### config.mk
export PLATFORM = sky130hd
export DESIGN_NAME = msq_queue
export DESIGN_NICKNAME = d
export VERILOG_FILES = /design/src/rtl/core/msq_pkg.sv /design/src/rtl/core/msq_queue.sv
export SDC_FILE = /design/constraint.sdc
export NUM_CORES = 1
export LEC_CHECK = 0
export ABC_AREA = 0
export BUFFER_PORTS_ARGS = -buffer_cell sky130_fd_sc_hd__clkbuf_2
export CAP_MARGIN = 0
export CORE_MARGIN = 8
export CORE_UTILIZATION = 40
export DETAILED_ROUTE_END_ITERATION = 12
export HOLD_SLACK_MARGIN = 0.06
export MAX_ROUTING_LAYER = met4
export PLACE_DENSITY_LB_ADDON = 0.08
export SYNTH_ARGS = -nofsm -noshare
export SYNTH_HDL_FRONTEND = slang
export SYNTH_SLANG_ARGS = --single-unit
### constraint.sdc
create_clock -name clk_i -period 6.8 [get_ports clk_i]
set_clock_uncertainty 0.2 [all_clocks]
set_input_delay 0.68 -clock clk_i [delete_from_list [all_inputs] [get_ports clk_i]]
set_output_delay 0.68 -clock clk_i [all_outputs]
set_load 0.02 [all_outputs]
### src/rtl/core/msq_pkg.sv
// ----------------------------------------------------------------------------
// msq_pkg
// Shared types, constants and case tables of the marching squares contour block.
// ----------------------------------------------------------------------------
package msq_pkg;

  localparam int unsigned SampleBits = 16;
  localparam int unsigned FracBits   = 8;
  localparam int unsigned CoordBits  = 20;
  localparam int unsigned CellBits   = 12;
  localparam int unsigned Channels   = 4;
  localparam int unsigned RowLimit   = 4096;

  // Register indexes of the configuration port
  localparam logic [1:0] CFG_ISO_LEVEL = 2'd0;
  localparam logic [1:0] CFG_CHANNEL   = 2'd1;
  localparam logic [1:0] CFG_WIDTH     = 2'd2;
  localparam logic [1:0] CFG_HEIGHT    = 2'd3;

  typedef enum logic {
    F_IN,
    F_CLS
  } front_state_e;

  typedef enum logic [1:0] {
    B_IDLE,
    B_SETUP,
    B_DIV,
    B_POINT
  } back_state_e;

  // One classified cell, handed from the front to the back
  typedef struct packed {
    logic [SampleBits-1:0] v0;
    logic [SampleBits-1:0] v1;
    logic [SampleBits-1:0] v2;
    logic [SampleBits-1:0] v3;
    logic [SampleBits-1:0] iso;
    logic [3:0]            code;  // reduced case, 1..8
    logic [CellBits-1:0]   x;
    logic [CellBits-1:0]   y;
  } cell_t;

  // Corner offsets: corner 0 (0,0), 1 (1,0), 2 (1,1), 3 (0,1)
  function automatic logic corner_x(input logic [1:0] c);
    return (c == 2'd1) || (c == 2'd2);
  endfunction

  function automatic logic corner_y(input logic [1:0] c);
    return (c == 2'd2) || (c == 2'd3);
  endfunction

  // Number of segments of a reduced case
  function automatic logic [1:0] seg_count(input logic [3:0] code);
    logic [1:0] n;
    case (code)
      4'd5, 4'd8: n = 2'd2;
      4'd0:       n = 2'd0;
      default:    n = 2'd1;
    endcase
    return n;
  endfunction

  // Edge {a,b} for end point pt (0..3) of a reduced case
  function automatic logic [3:0] seg_edge(input logic [3:0] code, input logic [1:0] pt);
    logic [15:0] row;
    case (code)
      4'd1:    row = {2'd0, 2'd1, 2'd0, 2'd3, 8'd0};
      4'd2:    row = {2'd0, 2'd1, 2'd1, 2'd2, 8'd0};
      4'd3:    row = {2'd0, 2'd3, 2'd1, 2'd2, 8'd0};
      4'd4:    row = {2'd2, 2'd3, 2'd2, 2'd1, 8'd0};
      4'd5:    row = {2'd0, 2'd3, 2'd3, 2'd2, 2'd2, 2'd1, 2'd1, 2'd0};
      4'd6:    row = {2'd0, 2'd1, 2'd2, 2'd3, 8'd0};
      4'd7:    row = {2'd0, 2'd3, 2'd3, 2'd2, 8'd0};
      4'd8:    row = {2'd0, 2'd3, 2'd0, 2'd1, 2'd1, 2'd2, 2'd2, 2'd3};
      default: row = 16'd0;
    endcase
    return row[15 - 4*pt -: 4];
  endfunction

endpackage

### src/rtl/core/msq_queue.sv
// ----------------------------------------------------------------------------
// msq_queue
// Two-entry queue of classified cells between front and back.
// ----------------------------------------------------------------------------
module msq_queue import msq_pkg::*; (
  input  logic  clk_i,
  input  logic  rst_ni,
  input  logic  push_i,
  input  cell_t data_i,
  output logic  full_o,
  input  logic  pop_i,
  output logic  empty_o,
  output cell_t data_o
);

  cell_t      entry_q [2];
  logic       wr_q, rd_q;
  logic [1:0] count_q;

  assign full_o  = (count_q == 2'd2);
  assign empty_o = (count_q == 2'd0);
  assign data_o  = entry_q[rd_q];

  always_ff @(posedge clk_i) begin
    if (push_i) entry_q[wr_q] <= data_i;
  end

  always_ff @(posedge clk_i or negedge rst_ni) begin
    if (!rst_ni) begin
      wr_q    <= 1'b0;
      rd_q    <= 1'b0;
      count_q <= 2'd0;
    end else begin
      if (push_i) wr_q <= ~wr_q;
      if (pop_i)  rd_q <= ~rd_q;
      count_q <= count_q + 2'(push_i) - 2'(pop_i);
    end
  end

endmodule

# Word-level counts from Yosys, hierarchy flattened
# Memories as Yosys holds them, arrays and structs flattened.
# Cells that the tools add are included.
totals:
  ff_bits: 4
  mem_bits_rw: 216
  in_bits: 112
  output_inout_bits: 110
  wordCells: 12
  n_memories: 1
op_classes:
  n_addsub: 2
  eq_ne: 1
  muxes: 2
  bitwise: 2
  reduce_logical: 1
memory_table:
  columns: ["memory", "words", "width", "read_ports", "rd_clocked_by_memory_dff", "write_ports", "line", "text"]
  rows:
  - ["entry_q", 2, 108, 1, 0, 1, "msq_queue.sv:16", "cell_t entry_q [2];"]
ops:
  columns: ["operator", "n"]
  rows:
  - ["$add A2 B1 Y2", 1]
  - ["$eq A2 B2 Y1 const B", 1]
  - ["$logic_not A2 Y1", 1]
  - ["$mux W1", 2]
  - ["$not A1 Y1", 2]
  - ["$sub A2 B1 Y2", 1]

# Longest topological paths before layout
# Gate-level depths: netlist of the first run.
logic_depth:
  word_depth: 2
  ltp_mapped: 5
  ltp_nobuf: 5

# Worst setup path after synthesis of the first run
# OpenSTA, ideal clock, no wires.
synth_path:
  path_type: "in2reg"
  from: "input push_i"
  to: "memory entry_q[0][0] (netlist bit), enable pin"
  setup_ns: 0.589
  arrival_ns: 5.374
  required_time_ns: 6.011
  path_slack_ns: 0.637
  cell_stages: 1
  path_buffers: 0
  cell_sequence: "nor2b_1"
synth_between:
  elab_chain_cells: 2
synth_lines:
  columns: ["item", "line", "text"]
  rows:
  - ["from (decl)", "msq_queue.sv:8", "input logic push_i,"]
  - ["$mux W1", "msq_queue.sv:25", "if (push_i) entry_q[wr_q] <= data_i;"]
  - ["$mux W1 (not written as such)", "msq_queue.sv:25", null]
  - ["to (decl)", "msq_queue.sv:16", null]
# Every way passes these cells.

==> metrics.md, run 1 <==
| Metric | Value |
|---|---|
| Status | complete, no violations |
| GRT Util Overall | a little over an eighth |
| VDD IR max | approximately 0.22 mV |
| Max Freq | 271 MHz |
| Setup slack after layout | 3.11 ns |
| Max cap viols | 0 |
| Seq/Total Area, Yosys | around 82% |
| Seq pwr share | a little over two fifths |
| Wirelength per Cell | between 15 and 20 um |
| DR pass1 iterations | 4 |
| I/O Pins | around 220 |
| Chip height | 158 um |
| Yosys top cell area share | 80.9% |
| Post-synth cell types | 13 |
| Total gr overflow | 0 |
| Mean area per synthesized cell | around 23 um^2 |
| Switching share of total power | 31.2% |
| Initial Utilization | about two fifths |
| Setup Viol. Count Final | 0 |
| Die W | ~160 um |
| Cell taking the most area after synthesis | edfxtp_1 |
| TritonCTS clock tree | yes |
| Vias | about 4,000 |
| Cell Pwr Density | ~440 nW/um^2 |
| Worst setup path class | flop to output pin |
| H-tree Lvls | 1 |
| Vias in the first global route | ~4,500 |
| Worst Tran Pin Value | ~0.94 ns |
| Count of pins over their slew limit | 0 |
| Required time at the worst-slack endpoint | around 5.9 ns |
| Final period util | roughly 54% |
| Clock Latency Late Sink | 0.49 ns |
| Post-DP Area | 9420 um^2 |
| DP HPWL | between 10,000 and 15,000 um |
| Routability Congestion | just over 0.7 |
| Psw | approximately 1400 uW |
| Worst-path clk slew | ~0.060 ns |
| Post-route ant nets | 0 |
| TritonCTS Sinks | between 200 and 250 |
| Final #Nets | around 700 |
| Max Root-Sink Buffers | 3 |
| Clock power frac | between 20% and 30% |
| Combinational power share | around 30% |
| Main area contributors after synthesis | edfxtp_1 81%, mux2_2 14%, mux2_4 1.9%, dfrtp_1 1.2%, buf_2 0.56% |
| Fillers | approximately 1,700 |
| Max-Slew Margin vs Limit | between 30% and 40% |
| Yosys warns | 0 |
| Post-Syn Area | 8020 um^2 |
| CTS buffer count | 24 |
| DIE AREA | 24,800 um^2 |
| Synth Instances | roughly 350 |
| 1st-iter DRT viols | 143 |
| Total negative setup slack | 0 ns |
| Cell area after layout | slightly above 10,000 um^2 |
| # rows | 51 |
| DRC viols | 0 |
| Fin. Hold Viols | 0 |
| Syn-to-layout area delta | 26.9% |
| Clock root buffer | clkbuf_16 |
| Startpoint types | flop |
| CP max stage delay | 1.03 ns |
| Largest net degree at the start of global routing | 65 |
| Critical path arrival | roughly 2.8 ns |
| Leak | approximately 0.0039 uW |
| Cell-internal power | approximately 3000 uW |
| Drt total wl | 16,400 um |
| DR vias/cell | ~4.6 |
| Min Tclk post-route | ~3.7 ns |
| Pre-CTS setup slack | between 3 and 4 ns |
| Initial antenna violation count | 2 |
| Share of layout cells above drive strength 1 | approximately three fifths |
| Core Area | between 15,000 and 20,000 um^2 |
| Slowest CP cell | dfrtp_4 |
| CTS Hold Buffers Added | 1 |
| Yosys reg bits | 220 |
| Critical-path cell list | buf_4 > mux2_2 > clkbuf_2 |
| Min-delay worst type | primary input to flop |
| Post_cts resized | 0 |
| Worst setup EP type | output pin |
| Number of port buffers | 221 |
| Power, Total | 4480 uW |
| Syn nets | 465 |
| Unrepaired setup endpoints after global routing | no |
| Crit-path max FO | 64 |
| First-pass GRT wire length | between 20,000 and 25,000 um |
| Postcts setup bufs | 0 |
## flip-flops by register name, indices dropped and copies added (netlist names)
name     count
count_q      2
entry_q    216
rd_q         1
wr_q         1
## per-stage QoR
step	hold slack, ns	utilization [%]	instances
global placement	0.293	48.1	829
detailed placement	0.298	48.1	829
global route	0.151	51.9	872
CTS	0.148	51.9	870
floorplan	0.184	-	351
finish	0.172	51.9	872
## power groups by stage
| stage | combinational (uW) | sequential (uW) | clock (uW) |
|---|---|---|---|
| 6_report | 1330 | 1940 | 1210 |
| 5_1_grt | 1420 | 1970 | 1300 |
| 4_1_cts | 1370 | 1950 | 1250 |
| 3_5_place_dp | 1360 | 1980 | 0 |
| 3_3_place_gp | 1360 | 1960 | 0 |
| 2_1_floorplan | 997 | 1900 | 0 |
## metal layers
metal | track usage (%) | vias up | wire length [um]
met5 | - | - | 0
li1 | - | 1888 | -
met3 | 4.00 | 22 | 1410
met4 | 3.49 | 0 | 231
met1 | 15.9 | 1966 | 6680
met2 | 21.8 | 149 | 8120
## cells in the final DEF, fill, tap and decap left out, types with 2 or more instances in the layout
cell and count:
edfxtp_1 216, buf_4 4, clkinv_2 4, inv_1 2, clkbuf_16 25, mux2_2 98, clkbuf_1 5, ha_1 2
bufinv_16 2, clkinv_1 4, clkbuf_2 221, diode_2 2, dfrtp_1 3, xor2_1 2, mux2_4 10
## layout make-up
cell class	instances	area, um^2	share of cell area, %
Clock inverter	10	95.1	0.935
Clock buffer	30	644	6.33
Sequential cell	220	6590	64.8
Inverter	2	7.51	0.0738
Timing Repair Buffer	226	1150	11.3
Antenna cell	2	5.00	0.0492
Tap cell	265	332	3.26
Multi-Input combinational cell	117	1350	13.3
## cell usage after synthesis
library cell and count:
xor2_1 2, mux2_2 98, xor3_1 1, mux2_4 10, inv_1 2, nor2b_1 2, and2_1 1, edfxtp_1 216
buf_6 3, nor2_1 1, buf_2 9, dfrtp_1 4, ha_1 2
## logic make-up after synthesis
group / after synthesis / share of synthesized area [%]
DFF: 220 / 82.2
muxes: 108 / 15.6
and+or+nand+nor: 4 / 0.281
buffers and inverters: 14 / 1.08
adders and majority gates: 2 / 0.312
xor gates and xnor gates: 3 / 0.515
## critical path: cells and delay by family, from the launching register on
family | cells | cell delay [ns]
flip-flops | 1 | 1.03
buffers and inverters | 2 | 0.82
multiplexers | 1 | 0.43
## path summary, 6_finish.rpt
path | from | end | slack, ns | cells after the start
setup reg to reg | wr_q | entry_q[1][19] | 4.33 | 2
max in group asynchronous | rst_ni | rd_q | 5.90 | 2
setup / recovery | rd_q | data_o[4] | 3.11 | 3
hold reg to reg | wr_q | wr_q | 0.35 | 1
min in group asynchronous | rst_ni | count_q[1] | 0.35 | 2
hold / removal | data_i[42] | entry_q[1][42] | 0.17 | 1
Note: power is estimated with default switching activity, not from simulation.
==> run 2, diff against run 1 <==
- clock period: 6.8 -> 3.62 ns (I/O delays scaled with it)
==> run 2 against run 1 <==
Non-clock buffer count is 113 higher. Clock-buffer cell count is 1 higher. Critical path type unchanged. Cell count is 13% higher. Flip-flop and latch count stayed put. Utilization is 5.8 points higher.
==> metrics.md, run 2 (synthesis gave the netlist of run 1 again) <==
| Metric | Value |
|---|---|
| Status | complete, no violations |
| Number of port buffers | 221 (unchanged) |
| Max cap viols | 0 (unchanged) |
| WHS Endpoint | wr_q |
| Worst reg2reg path depth | 2 (unchanged) |
| First-pass GRT wire length | 26,700 um (+9.6%) |
| CP Depth | 3 (unchanged) |
| Worst setup EP type | output pin |
| 1st-iter DRT viols | 187 (+31%) |
| CTS buffer count | 23 (-4.2%) |
| Cell area after layout | 11,300 um^2 (+11%) |
| Final period util | between 70% and 80% |
| H-tree Lvls | 1 (unchanged) |
| Most used routing layer | met2 |
| Footprint of the multi-input gates | 1350 um^2 (unchanged) |
| TritonCTS Sinks | 220 (unchanged) |
| Register Area | 6590 um^2 (unchanged) |
| Unrepaired setup endpoints after global routing | no |
| Count of pins over their slew limit | 0 (unchanged) |
| Reg2Reg Launch Point | wr_q |
| Chip height | 158 um (unchanged) |
| Most flops, register | entry_q |
| DIE AREA | 24,800 um^2 (unchanged) |
| Share of layout cells above drive strength 1 | 51.6% (-9.1 points) |
| Routability Congestion | 0.763 (+7.1%) |
| VDD IR max | 0.530 mV (+140%) |
| Worst setup path class | flop to output pin |
| CP max stage delay | 0.54 ns (-0.49 ns) |
| Total negative setup slack | 0 ns (unchanged) |
| Core Area | 19,600 um^2 (unchanged) |
| TritonCTS clock tree | yes |
| Clock root buffer | clkbuf_16 |
| Max Root-Sink Buffers | 3 (unchanged) |
| Wirelength per Cell | 17.8 um (-5.5%) |
| Clock Latency Late Sink | 0.49 ns (about the same) |
| Post-route ant nets | 0 (unchanged) |
| Hold Crit Start | wr_q |
| RR Endpoint | entry_q[1][32] |
| # rows | 51 (unchanged) |
| Post-DP Area | 9460 um^2 (+0.43%) |
| Routing usage on met3 | 3.04% (-0.96 points) |
| Setup slack after layout | 0.966 ns (-2.14 ns) |
| Vias in the first global route | 4,968 (+9.7%) |
| Crit-path max FO | 50 (-22%) |
| Required time at the worst-slack endpoint | 3.06 ns (-2.86 ns) |
| Startpoint types | flop |
| CP top delay family | buffers and inverters |
| Leak | 0.00439 uW (+12%) |
| Worst Tran Pin Value | 0.773 ns (-0.172 ns) |
| DR pass1 iterations | 4 (unchanged) |
| Met1 usage | 17.5% (+1.6 points) |
| Crit path buffers/inverters | 2 (unchanged) |
| Vias | 4,481 (+11%) |
| Fin. Hold Viols | 0 (unchanged) |
| Initial Utilization | 40.9% (unchanged) |
| Max Freq | 377 MHz |
| I/O Pins | 222 (unchanged) |
| Regs by FF count | entry_q: 216 flops, count_q: 2 flops |
| DR vias/cell | 4.55 (-1.4%) |
| Syn-to-layout area delta | 41.1% |
| Most frequent cells in the layout | 221 x clkbuf_2, 216 x edfxtp_1, 112 x dlygate4sd3_1, 98 x mux2_2, 23 x clkbuf_16 |
| DRC viols | 0 (unchanged) |
| Reg2Reg Setup Slack | 1.75 ns (-2.58 ns) |
| Die W | 158 um (unchanged) |
| Critical path arrival | 2.09 ns (-0.72 ns) |
| Most common cell after layout, fill and taps aside | clkbuf_2 |
| Final #Nets | 817 (+16%) |
| Hold depth | 1 (unchanged) |
| Cell Pwr Density | 755 nW/um^2 (+72%) |
| Worst-path clk slew | 0.06 ns (about the same) |
| Drt total wl | 17,500 um (+6.7%) |
| Global routing usage on met2 | 23.7% (+1.9 points) |
| Critical-path cell list | buf_4 > mux2_2 > clkbuf_2 |
| GRT Util Overall | 14.3% (+0.95 points) |
| Pre-CTS setup slack | 1.48 ns (-2.07 ns) |
| Max-Slew Margin vs Limit | 48.5% (+11 points) |
| Total gr overflow | 0 (unchanged) |
| Fillers | 1,558 (-9.1%) |
| Post_cts resized | 0 (unchanged) |
| Max reg flops | 216 (unchanged) |
| DP HPWL | 11,300 um (+1.0%) |
| Largest net degree at the start of global routing | 60 (-7.7%) |
| Setup Viol. Count Final | 0 (unchanged) |
| Min Tclk post-route | around 2.7 ns |
| Slowest CP cell | buf_4 |
| Min-delay worst type | flop to flop |
| Initial antenna violation count | 1 (-1) |
## run 2: changes by cell type in the layout (fill, tap and decap cells not counted)
cell / before / now
buf_12: 0 / 2
clkbuf_8: 0 / 3
dlygate4sd3_1: 1 / 112
diode_2: 2 / 1
clkinv_1: 4 / 3
clkinv_2: 4 / 5
clkbuf_16: 25 / 23
## run 2: worst register-to-register path, delay by kind of cell, from the launching register on
family | cells | cell delay (ns)
flops | 1 | 0.42
buf+inv | 1 | 0.52
simple gates | 1 | 0.37
## run 2: routing by layer
metal | share of wire, % | routed length [um] | up-vias
met5 | 0 | 0 | -
met4 | 2.1 | 364 | 0
met3 | 6.1 | 1060 | 24
met2 | 50 | 8700 | 149
met1 | 42 | 7400 | 2202
li1 | - | - | 2106
## run 2: metrics by stage
stage / cells / utilization, % / hold WS [ns] / power [uW]
floorplan: 351 / - / -0.134 / 5420
global placement: 831 / 48.3 / -0.0240 / 6270
detailed placement: 831 / 48.3 / -0.0216 / 6300
CTS: 984 / 57.7 / 0.353 / 8690
global route: 985 / 57.8 / 0.377 / 8950
finish: 985 / 57.8 / 0.350 / 8540
## run 2: cell type report
cell class | count | share of cell area, %
tap | 265 | 2.93
clock inverter | 10 | 0.852
timing repair buffer | 339 | 20.3
sequential | 220 | 58.3
clock buffer | 31 | 5.62
inverter | 2 | 0.0664
antenna | 1 | 0.0221
multi-input combinational | 117 | 12.0
## run 2: where the power goes
group | internal [uW] | switching [uW]
Sequential | 3380 | 110
Combinational | 1110 | 1670
Clock | 1370 | 892
## run 2: timing repair
action	in CTS	in global routing
hold buffers	112	0
endpoints found under the hold margin	223	0
endpoints found under the setup margin	0	0
setup buffers	0	0
## run 2: worst max-delay path by stage
stage / startpoint / end / slack, ns
3_3_place_gp: rd_q / data_o[2] / 1.48
2_1_floorplan: wr_q / entry_q[1][0] / 0.03
4_1_cts: rd_q / data_o[0] / 0.93
5_1_grt: rd_q / data_o[4] / 0.83
3_5_place_dp: rd_q / data_o[2] / 1.48
6_report: rd_q / data_o[4] / 0.97
