`config.mk`:
```
export PLATFORM = sky130hd
export DESIGN_NAME = msq_back
export DESIGN_NICKNAME = d
export VERILOG_FILES = /design/src/rtl/core/msq_pkg.sv /design/src/rtl/core/msq_back.sv
export SDC_FILE = /design/constraint.sdc
export NUM_CORES = 1
export LEC_CHECK = 0
export BUFFER_PORTS_ARGS = -buffer_cell sky130_fd_sc_hd__clkbuf_2
export CORE_MARGIN = 1
export CORE_UTILIZATION = 53
export CTS_CLUSTER_DIAMETER = 80
export DETAILED_ROUTE_END_ITERATION = 6
export PLACE_DENSITY = 0.77
export REMOVE_ABC_BUFFERS = 1
export SKIP_LAST_GASP = 1
export SLEW_MARGIN = 5
export SYNTH_ARGS = -nofsm -noshare
export SYNTH_HDL_FRONTEND = slang
export SYNTH_SLANG_ARGS = --single-unit
export TNS_END_PERCENT = 100
```
`constraint.sdc`:
```
create_clock -name clk_i -period 6.55 [get_ports clk_i]
set_clock_uncertainty 0.2 [all_clocks]
set_input_delay 1.31 -clock clk_i [delete_from_list [all_inputs] [get_ports clk_i]]
set_output_delay 1.31 -clock clk_i [all_outputs]
set_load 0.02 [all_outputs]
```
`src/rtl/core/msq_pkg.sv`:
```
// ----------------------------------------------------------------------------
// msq_pkg
// Shared types, constants and case tables of the marching squares contour block.
// ----------------------------------------------------------------------------
package msq_pkg;

  localparam int unsigned SampleBits = 16;
  localparam int unsigned FracBits   = 8;
  localparam int unsigned CoordBits  = 20;
  localparam int unsigned CellBits   = 12;
  localparam int unsigned Channels   = 4;
  localparam int unsigned RowLimit   = 4096;

  // Register indexes of the configuration port
  localparam logic [1:0] CFG_ISO_LEVEL = 2'd0;
  localparam logic [1:0] CFG_CHANNEL   = 2'd1;
  localparam logic [1:0] CFG_WIDTH     = 2'd2;
  localparam logic [1:0] CFG_HEIGHT    = 2'd3;

  typedef enum logic {
    F_IN,
    F_CLS
  } front_state_e;

  typedef enum logic [1:0] {
    B_IDLE,
    B_SETUP,
    B_DIV,
    B_POINT
  } back_state_e;

  // One classified cell, handed from the front to the back
  typedef struct packed {
    logic [SampleBits-1:0] v0;
    logic [SampleBits-1:0] v1;
    logic [SampleBits-1:0] v2;
    logic [SampleBits-1:0] v3;
    logic [SampleBits-1:0] iso;
    logic [3:0]            code;  // reduced case, 1..8
    logic [CellBits-1:0]   x;
    logic [CellBits-1:0]   y;
  } cell_t;

  // Corner offsets: corner 0 (0,0), 1 (1,0), 2 (1,1), 3 (0,1)
  function automatic logic corner_x(input logic [1:0] c);
    return (c == 2'd1) || (c == 2'd2);
  endfunction

  function automatic logic corner_y(input logic [1:0] c);
    return (c == 2'd2) || (c == 2'd3);
  endfunction

  // Number of segments of a reduced case
  function automatic logic [1:0] seg_count(input logic [3:0] code);
    logic [1:0] n;
    case (code)
      4'd5, 4'd8: n = 2'd2;
      4'd0:       n = 2'd0;
      default:    n = 2'd1;
    endcase
    return n;
  endfunction

  // Edge {a,b} for end point pt (0..3) of a reduced case
  function automatic logic [3:0] seg_edge(input logic [3:0] code, input logic [1:0] pt);
    logic [15:0] row;
    case (code)
      4'd1:    row = {2'd0, 2'd1, 2'd0, 2'd3, 8'd0};
      4'd2:    row = {2'd0, 2'd1, 2'd1, 2'd2, 8'd0};
      4'd3:    row = {2'd0, 2'd3, 2'd1, 2'd2, 8'd0};
      4'd4:    row = {2'd2, 2'd3, 2'd2, 2'd1, 8'd0};
      4'd5:    row = {2'd0, 2'd3, 2'd3, 2'd2, 2'd2, 2'd1, 2'd1, 2'd0};
      4'd6:    row = {2'd0, 2'd1, 2'd2, 2'd3, 8'd0};
      4'd7:    row = {2'd0, 2'd3, 2'd3, 2'd2, 8'd0};
      4'd8:    row = {2'd0, 2'd3, 2'd0, 2'd1, 2'd1, 2'd2, 2'd2, 2'd3};
      default: row = 16'd0;
    endcase
    return row[15 - 4*pt -: 4];
  endfunction

endpackage

```
`src/rtl/core/msq_back.sv`:
```
// ----------------------------------------------------------------------------
// msq_back
// Segment sequencer: serial edge interpolation and output register.
// ----------------------------------------------------------------------------
module msq_back import msq_pkg::*; (
  input  logic                 clk_i,
  input  logic                 rst_ni,
  input  logic                 empty_i,
  input  cell_t                cell_i,
  output logic                 pop_o,
  output logic                 out_valid_o,
  input  logic                 out_ready_i,
  output logic [CoordBits-1:0] start_x_o,
  output logic [CoordBits-1:0] start_y_o,
  output logic [CoordBits-1:0] end_x_o,
  output logic [CoordBits-1:0] end_y_o,
  output logic [CellBits-1:0]  cell_column_o,
  output logic [CellBits-1:0]  cell_row_o,
  output logic                 last_of_cell_o
);

  localparam logic [FracBits:0] One = (FracBits+1)'(1) << FracBits;
  localparam int unsigned CW = $clog2(FracBits);

  back_state_e           state_q, state_d;
  cell_t                 rec_q;
  logic [1:0]            pt_q;
  logic [SampleBits-1:0] den_q, rem_q;
  logic [FracBits:0]     frac_q;
  logic [CW-1:0]         cnt_q;
  logic [CoordBits-1:0]  sx_q, sy_q;
  logic                  out_valid_q, out_free, last_pt;
  logic [3:0]            ab;
  logic [1:0]            ca, cb;
  logic [SampleBits-1:0] va, vb, num, den;
  logic [SampleBits:0]   rem2;
  logic [CoordBits-1:0]  px, py;

  function automatic logic [SampleBits-1:0] pick(input cell_t r, input logic [1:0] c);
    logic [SampleBits-1:0] v;
    case (c)
      2'd0:    v = r.v0;
      2'd1:    v = r.v1;
      2'd2:    v = r.v2;
      default: v = r.v3;
    endcase
    return v;
  endfunction

  function automatic logic [CoordBits-1:0] coord(input logic [CellBits-1:0] idx,
                                                 input logic oa, input logic ob,
                                                 input logic [FracBits:0] f);
    logic [CoordBits+1:0] base;
    base = ({(CoordBits+2-CellBits)'(0), idx} + (CoordBits+2)'(oa)) << FracBits;
    if (ob && !oa) base = base + (CoordBits+2)'(f);
    else if (oa && !ob) base = base - (CoordBits+2)'(f);
    return base[CoordBits-1:0];
  endfunction

  assign ab   = seg_edge(rec_q.code, pt_q);
  assign ca   = ab[3:2];
  assign cb   = ab[1:0];
  assign va   = pick(rec_q, ca);
  assign vb   = pick(rec_q, cb);
  assign num  = (rec_q.iso > va) ? rec_q.iso - va : va - rec_q.iso;
  assign den  = (vb > va) ? vb - va : va - vb;
  assign rem2 = {rem_q, 1'b0};
  assign px   = coord(rec_q.x, corner_x(ca), corner_x(cb), frac_q);
  assign py   = coord(rec_q.y, corner_y(ca), corner_y(cb), frac_q);

  assign out_free = !out_valid_q || out_ready_i;
  assign last_pt  = (pt_q == {seg_count(rec_q.code) == 2'd2, 1'b1});
  assign pop_o    = (state_q == B_IDLE) && !empty_i;

  always_comb begin
    state_d = state_q;
    case (state_q)
      B_IDLE:  if (!empty_i) state_d = B_SETUP;
      B_SETUP: if (den != '0 && num < den) state_d = B_DIV; else state_d = B_POINT;
      B_DIV:   if (cnt_q == '0) state_d = B_POINT;
      B_POINT: begin
        if (!pt_q[0]) state_d = B_SETUP;
        else if (out_free) state_d = last_pt ? B_IDLE : B_SETUP;
      end
      default: state_d = B_IDLE;
    endcase
  end

  // Datapath: restoring divide, one quotient bit a cycle
  always_ff @(posedge clk_i) begin
    case (state_q)
      B_IDLE: if (!empty_i) rec_q <= cell_i;
      B_SETUP: begin
        den_q  <= den;
        rem_q  <= num;
        cnt_q  <= CW'(FracBits - 1);
        frac_q <= (den == '0) ? '0 : ((num >= den) ? One : '0);
      end
      B_DIV: begin
        cnt_q <= cnt_q - 1'b1;
        if (rem2 >= {1'b0, den_q}) begin
          rem_q  <= rem2[SampleBits-1:0] - den_q;
          frac_q <= {frac_q[FracBits-1:0], 1'b1};
        end else begin
          rem_q  <= rem2[SampleBits-1:0];
          frac_q <= {frac_q[FracBits-1:0], 1'b0};
        end
      end
      B_POINT: begin
        if (!pt_q[0]) begin
          sx_q <= px;
          sy_q <= py;
        end else if (out_free) begin
          start_x_o      <= sx_q;
          start_y_o      <= sy_q;
          end_x_o        <= px;
          end_y_o        <= py;
          cell_column_o  <= rec_q.x;
          cell_row_o     <= rec_q.y;
          last_of_cell_o <= last_pt;
        end
      end
      default: ;
    endcase
  end

  always_ff @(posedge clk_i or negedge rst_ni) begin
    if (!rst_ni) begin
      state_q     <= B_IDLE;
      pt_q        <= 2'd0;
      out_valid_q <= 1'b0;
    end else begin
      state_q <= state_d;
      if (state_q == B_IDLE) begin
        pt_q <= 2'd0;
      end else if (state_q == B_POINT && (!pt_q[0] || out_free)) begin
        pt_q <= pt_q + 2'd1;
      end
      if (state_q == B_POINT && pt_q[0] && out_free) begin
        out_valid_q <= 1'b1;
      end else if (out_ready_i) begin
        out_valid_q <= 1'b0;
      end
    end
  end

  assign out_valid_o = out_valid_q;

  a_frac_range: assert property (@(posedge clk_i) disable iff (!rst_ni)
    state_q == B_POINT |-> frac_q <= One)
    else $error("interpolation fraction beyond one pixel");

  a_code_valid: assert property (@(posedge clk_i) disable iff (!rst_ni)
    state_q == B_SETUP |-> rec_q.code != 4'd0 && rec_q.code <= 4'd8)
    else $error("cell with no segments reached the back");

  a_pt_count: assert property (@(posedge clk_i) disable iff (!rst_ni)
    state_q == B_SETUP && seg_count(rec_q.code) == 2'd1 |-> !pt_q[1])
    else $error("end point beyond the segment count");

  a_pop_idle: assert property (@(posedge clk_i) disable iff (!rst_ni)
    pop_o |=> state_q == B_SETUP && pt_q == 2'd0)
    else $error("cell popped without starting at its first point");

endmodule

```
After elaboration in Yosys (flattened, before gate mapping)
Memory sizes are Yosys's and may differ from the RTL's. A register that Yosys moved wholly into a read port is not among the register bits. Cells that the tools add are included.

Input port bits: 112. Bits in read-only memories: 240. Register bits: 302. Memories: 1.

Memories: (name not given) (words 16, bits a word 15, rd ports 1, clocked after Yosys merged registers in 1, wr ports 0, RTL line msq_pkg.sv:67) `case (code)`.

Reductions and logical operators: 37. Shift-type cells: 1. Muxes and demuxes: 28. Equal/unequal tests: 16. $add $sub $neg: 14. $lt $le $gt $ge: 5. Bitwise logic cells: 2.

Operators with widths (number): $pmux W16 S3 (2); $mux W20 (4); $sub A16 B16 Y16 (5); $mux W16 (3); $add A20 B9 Y20 (2); $sub A20 B9 Y20 (2); $shiftx A19 B33 Y4 (1); $gt A16 B16 Y1 (2); $pmux W16 S2 (1); $add A12 B1 Y12 (2); $mux W9 (2); $pmux W9 S2 (1); $ge A17 B16 Y1 (1); $ge A16 B16 Y1 (1); $logic_not A16 Y1 (1); $lt A16 B16 Y1 (1); $reduce_bool A16 Y1 (1); $eq A2 B2 Y1 const B (7); $mux W2 (6); $logic_and A1 B1 Y1 (9); $pmux W2 S4 (1); $logic_not A1 Y1 (7); $eq A2 B1 Y1 const B (3); $logic_not A2 Y1 (3); 20 further kinds (35).

Depth between registers and ports, before layout
Gate-level depths: netlist (run 1).

Depth in word-level cells: 10. Gate-level depth with buffers: 33. Gate-level depth less buffers: 29.

Worst setup path after synthesis (run 1)
No wires, ideal clock.

Path type: input to register. From: input out_ready_i. To: register cell_column_o[0] (enable). Setup time: 0.587 ns. Path buffers: 0. Setup slack: -0.411 ns. Required time: 5.763 ns. Cell stages on the path: 2. Arrival: 6.174 ns. Cell sequence: nand2b_1 nor2b_1.

Longest elaborated chain between the ends: 2.

RTL lines: start, declared (RTL line msq_back.sv:12) `input logic out_ready_i,`; $logic_or A1 B1 Y1 (RTL line msq_back.sv:71) `assign out_free = !out_valid_q || out_ready_i;`; $reduce_and A3 Y1 (no source line); end signal, assigned (RTL line msq_back.sv:118) `cell_column_o <= rec_q.x;`; end, declared (RTL line msq_back.sv:17) `output logic [CellBits-1:0] cell_column_o,`.

Every way passes these cells. A chain may end at the register's enable or synchronous reset.

Final worst setup path (run 1)
From: register pt_q[1]. To: register state_q[0].

Longest elaborated chain between the ends: 10. Elaborated cells between the ends (all ways): 27. Those cells by class: 5 x add/sub; 3 x order compare; 5 x eq/ne; 1 x shift; 9 x mux; 4 x reduce/logical.

RTL lines: start, declared (RTL line msq_back.sv:27) `logic [1:0] pt_q;`; start signal, assigned (RTL line msq_back.sv:137) `pt_q <= pt_q + 2'd1;`; $sub A4 B4 Y5 (RTL line msq_pkg.sv:78) `return row[15 - 4*pt -: 4];`; $shiftx A19 B33 Y4 (RTL line msq_pkg.sv:78); $eq A2 B2 Y1 (tied with other cells) (RTL line msq_back.sv:41) `case (c)`; $pmux W16 S3 (RTL line msq_back.sv:41); $sub A16 B16 Y16 (tied with other cells) (RTL line msq_back.sv:65) `assign num = (rec_q.iso > va) ? rec_q.iso - va : va - rec_q.iso;`; $mux W16, on equally long branches (RTL line msq_back.sv:65, msq_back.sv:66); $lt A16 B16 Y1 or $reduce_bool A16 Y1 (tied branches) (RTL line msq_back.sv:79) `B_SETUP: if (den != '0 && num < den) state_d = B_DIV; else state_d = B_POINT;`; $logic_and A1 B1 Y1 (RTL line msq_back.sv:79); $mux W1 (RTL line msq_back.sv:79); $pmux W2 S4 * (RTL line msq_back.sv:77) `case (state_q)`; end signal, assigned (RTL line msq_back.sv:133) `state_q <= state_d;`; end, declared (RTL line msq_back.sv:25) `back_state_e state_q, state_d;`.

Mark *: on every way between the ends. The rest lies on a longest branch, timed or not. The select of a mux whose other input is x is not followed.

==> impl_metrics.yaml, run 1 <==
finish:
  drive_above_1_share_pct: 21.8
  regArea_um2: 9230
  multiInputGateArea_um2: 7170
  fin_nets: 1971
  num-fill-cells: 2471
  layout.core_utilization_pct: 62.9
  insertedDiodeCount: 0
  final-instance-count-excl-fill: 2162
  synthesis_to_layout_area_growth_pct: 16.6
synthesis:
  ys_types: 77
  synth_top_cells_by_area: "sky130_fd_sc_hd__edfxtp_1 52%, sky130_fd_sc_hd__ha_1 8.7%, sky130_fd_sc_hd__nand2_1 3.4%, sky130_fd_sc_hd__mux2i_1 2.8%, sky130_fd_sc_hd__inv_1 2.7%"
  synthCells: 1480
  most_frequent_cell_after_synthesis: "sky130_fd_sc_hd__edfxtp_1"
  netlist.area_leader.share_pct: 52.3
  cell_area_after_technology_mapping_um2: 17100
  synth_enable_flop_cells: 297
  yosys_warnings: 0
  flip_flop_and_latch_count_after_synthesis: 311
  synth_area_per_cell_um2: 11.5
  post_synth_most_frequent_cells: "297 x sky130_fd_sc_hd__edfxtp_1, 153 x sky130_fd_sc_hd__nand2_1, 123 x sky130_fd_sc_hd__inv_1"
  yosysTopAreaCell: "sky130_fd_sc_hd__edfxtp_1"
  synth_async_sr_flop_share_pct: 1.61
  synth-main-ff-cell: "sky130_fd_sc_hd__edfxtp_1"
  synth-seq-area-share_pct: 54.1
clock_tree:
  tritoncts_clock_tree: "done"
  numClockSinks: 311
  clock_buffer_count_from_cts: 31
  clock_insertion_delay_at_the_later_pin_of_the_skew_report_ns: 0.57
  htree_depth: 1
  worst_setup_hold_path_clk_slew_ns: 0.06
  post_cts_hold_buffer_count: 0
  ctsRootBufferMaster: "sky130_fd_sc_hd__clkbuf_16"
  cts.path.max_buffers: 3
floorplanning:
  row_count: 65
  floorplan.die.height_um: 181
  fp.coreArea_um2: 31600
  floorplan.initialDensity_pct: 53.9
  die_x_um: 181
  pin_count: 219
  die_area_um2: 32900
global_route:
  grt_first_pass_wirelength_um: 62100
  antenna_violations_before_repair: 0
  grt_overflow_total: 0
  grt_max_degree: 82
  grt_use_total_pct: 23.7
  first_global_vias: 12100
critical_path:
  critical_path_required_ns: 6.79
  crit_slowest_cell: "sky130_fd_sc_hd__dfrtp_2"
  worst_setup_path_end_kind: "flip-flop"
  crit_type: "flip-flop to flip-flop"
  cp_slowest_stage_delay_ns: 0.42
  top_family_by_delay_on_critical_path: "compound AO/OA/AOI/OAI gates"
  timing.critical_path.arrival_ns: 6.50
  path_buf_inv: 4
  start_kind: "flip-flop"
  critPathMaxFanout: 14
routing:
  vias: 12100
  post_route_wl_um: 38900
  drt_first_pass_iters: 5
  initialDrtViolationCount: 854
  final_antenna_net_count: 0
  wire_per_inst_um: 18.0
  remaining_drc_errors: 0
  routed_via_density: 5.60
sta:
  final_min_period_over_clock_period_pct: 95.7
  timing_worst_slew_pin_value_ns: 1.29
  timing.fmax_mhz: 160
  slew_viol_final: 0
  finalCriticalPeriod_ns: 6.27
  max-slew-margin-rel_pct: 14.2
  hold-worst-slack_ns: 0.217
  setup_viol: 0
  hold_viol_final: 0
placed_design:
  post_dp_hpwl_um: 29900
  io_buffer_count: 218
  dpl.cell_count: 2098
  place_congestion: 0.913
outcome:
  status: "finished clean"
worst_hold_path:
  hp-class: "flip-flop to flip-flop"
flow_run:
  maxCapViolCount: 0
sequential cells by signal (all words and copies together), names as in the netlist, named ones only:
name,cells
rec_q,108
end_x_o,20
end_y_o,20
start_x_o,20
start_y_o,20
sx_q,20
sy_q,20
den_q,16
rem_q,16
cell_column_o,12
cell_row_o,12
frac_q,9
cnt_q,3
pt_q,2
state_q,2
last_of_cell_o,1
out_valid_o,1
what timing repair did:
| item | in CTS | in global routing |
|---|---|---|
| cloned | 0 | 0 |
| pin swaps | 0 | 3 |
| setup buffers | 0 | 7 |
| resized for setup | 2 | 9 |
| setup endpoints to repair | 2 | 2 |
cells by family after synthesis:
family	synth area share [%]
AOI/OAI and AO/OA	12.1
and+or+nand+nor	10.8
muxes	4.80
adders and majority gates	9.24
DFF	54.1
xor gates and xnor gates	4.67
buffers and inverters	4.36
final cells by class:
cell class | count | share of cell area (%)
sequential | 311 | 46.4
multi-input combinational | 992 | 36.0
timing repair buffer | 277 | 7.77
clock buffer | 36 | 3.99
tap | 402 | 2.53
inverter | 123 | 2.32
clock inverter | 21 | 1.00
routing by layer:
layer / part of all wire (%) / vias to the layer above / GRT usage, % / wire (um)
met5: 0 / - / 0 / 0
met4: 3.4 / 0 / 8.68 / 1310
met2: 50 / 410 / 43.3 / 19500
li1: - / 5896 / - / -
met3: 5.1 / 78 / 2.91 / 1970
met1: 41 / 5725 / 28.6 / 16100
stage by stage:
step	setup WS [ns]	setup TNS [ns]	instance area [um2]
after floorplan	-2.09	-160.72	16800
after global placement	0.266	0	18800
after detailed placement	0.107	0	18800
after CTS	0.0199	0	19800
after global routing	-0.0175	-0.0348	19900
final	0.283	0	19900
path summary, 6_finish.rpt:
| check | start | to | slack (ns) | depth (start not counted) |
|---|---|---|---|---|
| worst max-delay path | pt_q[1] | state_q[0] | 0.28 | 28 |
| worst min-delay path | sx_q[0] | start_x_o[0] | 0.22 | 0 |
| worst max register to register | pt_q[1] | state_q[0] | 0.28 | 28 |
| worst min register to register | sx_q[0] | start_x_o[0] | 0.22 | 0 |
| max in group asynchronous | rst_ni | pt_q[1] | 5.56 | 1 |
| min in group asynchronous | rst_ni | pt_q[1] | 0.39 | 1 |
placed cells by master (no fill, tap or decap), types with 31 or more instances in the layout:
cell type	instances
sky130_fd_sc_hd__a21o_1	32
sky130_fd_sc_hd__a21oi_1	68
sky130_fd_sc_hd__buf_4	58
sky130_fd_sc_hd__clkbuf_16	31
sky130_fd_sc_hd__clkbuf_2	218
sky130_fd_sc_hd__edfxtp_1	297
sky130_fd_sc_hd__ha_1	116
sky130_fd_sc_hd__inv_1	123
sky130_fd_sc_hd__mux2i_1	48
sky130_fd_sc_hd__nand2_1	153
sky130_fd_sc_hd__nand3_1	33
sky130_fd_sc_hd__nor2_1	75
sky130_fd_sc_hd__o21ai_0	62
sky130_fd_sc_hd__xnor2_1	52
sky130_fd_sc_hd__xor2_1	39
Power of run 1 is left out: the tool's default activity adds up to more than one toggle a clock period on the data nets, which glitch-free logic cannot reach.
==> run 2, diff against run 1 <==
- PLACE_DENSITY: 0.77 -> unset
- PLACE_DENSITY_LB_ADDON: unset -> 0.08
==> impl_metrics.yaml, run 2 (synthesis gave the netlist of run 1 again) <==
finish:
  largest_register_ffs: 108
  final_common_cell: "sky130_fd_sc_hd__edfxtp_1"
  largest_register: "rec_q"
  synthesis_to_layout_area_growth_pct: 16.3
  fin_nets: 1955
  commonest_cells_after_routing_fill_and_taps_aside: "297 x sky130_fd_sc_hd__edfxtp_1, 218 x sky130_fd_sc_hd__clkbuf_2, 153 x sky130_fd_sc_hd__nand2_1"
  insertedDiodeCount: 0
  drive_above_1_share_pct: 21.5
  layout.core_utilization_pct: 62.7
critical_path:
  timing.critical_path.arrival_ns: 6.30
  crit_slowest_cell: "sky130_fd_sc_hd__or3_4"
  start_kind: "flip-flop"
  worst_setup_path_end_kind: "flip-flop"
  critical_path_required_ns: 6.66
  cp_slowest_stage_delay_ns: 0.45
  crit_type: "flip-flop to flip-flop"
  critPathMaxFanout: 9
sta:
  hold_viol_final: 0
  setup_viol: 0
  timing.fmax_mhz: 162
  slew_viol_final: 0
  setup_repair_after_global_routing_missed_its_margin: "no"
  max-slew-margin-rel_pct: 25.2
  finalCriticalPeriod_ns: 6.19
  timing_worst_slew_pin_value_ns: 1.11
  final_min_period_over_clock_period_pct: 94.5
global_route:
  grt_max_degree: 90
  antenna_violations_before_repair: 0
  grt_first_pass_wirelength_um: 59500
  first_global_vias: 11600
  grt_use_total_pct: 22.8
  grt_overflow_total: 0
placed_design:
  post_dp_hpwl_um: 28700
  io_buffer_count: 218
  place_congestion: 0.907
worst_hold_path:
  hp-class: "flip-flop to flip-flop"
routing:
  final_antenna_net_count: 0
  routed_via_density: 5.49
  top_layer_used: "met4"
  post_route_wl_um: 37300
  route.met2.wl_um: 18900
  routed_length_on_met3_um: 1460
  routedLengthMet1_um: 15900
  remaining_drc_errors: 0
  initialDrtViolationCount: 681
  wire_per_inst_um: 17.4
  drt_first_pass_iters: 6
  vias: 11800
floorplanning:
  die_area_um2: 32900
  fp.coreArea_um2: 31600
  row_count: 65
  floorplan.die.height_um: 181
  die_x_um: 181
  pin_count: 219
  floorplan.initialDensity_pct: 53.9
clock_tree:
  post_cts_hold_buffer_count: 0
  cts.path.max_buffers: 3
  numClockSinks: 311
  worst_setup_hold_path_clk_slew_ns: 0.06
  ctsRootBufferMaster: "sky130_fd_sc_hd__clkbuf_16"
  clock_buffer_count_from_cts: 31
  clock_insertion_delay_at_the_later_pin_of_the_skew_report_ns: 0.58
  tritoncts_clock_tree: "done"
  htree_depth: 1
flow_run:
  maxCapViolCount: 0
outcome:
  status: "finished clean"
-- run 2: cell types whose count changed in the layout (fill, tap and decap cells not counted), moves of 3 or more --
cell and delta:
sky130_fd_sc_hd__buf_4 -17, sky130_fd_sc_hd__ha_1 -4, sky130_fd_sc_hd__ha_2 +4, sky130_fd_sc_hd__clkbuf_1 +3, sky130_fd_sc_hd__clkinv_2 -3
-- run 2: worst paths after layout --
kind                               from           end  slack (ns)  cells after the start
worst max-delay path            pt_q[1]     frac_q[8]        0.36                     26
worst min-delay path            sx_q[9]  start_x_o[9]        0.22                      0
worst max register to register  pt_q[1]     frac_q[8]        0.36                     26
worst min register to register  sx_q[9]  start_x_o[9]        0.22                      0
max in group asynchronous        rst_ni       pt_q[1]        5.59                      1
min in group asynchronous        rst_ni   out_valid_o        0.37                      1
-- run 2: worst max-delay path, delay by kind of cell (launching register included) --
| family | cells | cell delay (ns) |
|---|---|---|
| fa+ha+maj | 3 | 0.88 |
| mux | 3 | 1.00 |
| flops | 1 | 0.43 |
| compound gates | 10 | 1.67 |
| buf+inv | 4 | 0.54 |
| xor+xnor | 1 | 0.19 |
| simple gates | 5 | 1.00 |
-- run 2: stage by stage --
step	instance area, um2	cells	setup slack (ns)	hold slack (ns)	TNS [ns]
2_1_floorplan	16800	1426	-2.09	0.200	-160.72
3_3_place_gp	18700	2085	0.146	0.201	0
3_5_place_dp	18700	2085	0.00385	0.205	0
4_1_cts	19700	2142	0.00262	0.216	0
5_1_grt	19900	2146	0.00548	0.221	0
6_report	19900	2146	0.363	0.217	0
-- run 2: routing by layer --
metal  vias to the layer above  track usage (%)
met3                        65             2.63
met5                         -                0
met1                      5543             28.7
met4                         0             7.12
li1                       5855                -
met2                       310             40.9
-- run 2: what timing repair did --
| action | 4_1_cts | 5_1_grt |
|---|---|---|
| pin swaps | 0 | 2 |
| gates resized for setup | 2 | 20 |
| endpoints found under the setup margin | 2 | 2 |
| buffers inserted | 0 | 4 |
| endpoints found under the hold margin | 0 | 0 |
-- run 2: area by class of cell --
cell class | instances | area (um2)
fill | 2528 | 11800
sequential | 311 | 9230
multi-input combinational | 992 | 7210
timing repair buffer | 261 | 1440
clock buffer | 39 | 806
tap | 402 | 503
inverter | 123 | 462
clock inverter | 18 | 210
Power of run 2 is left out for the same reason.
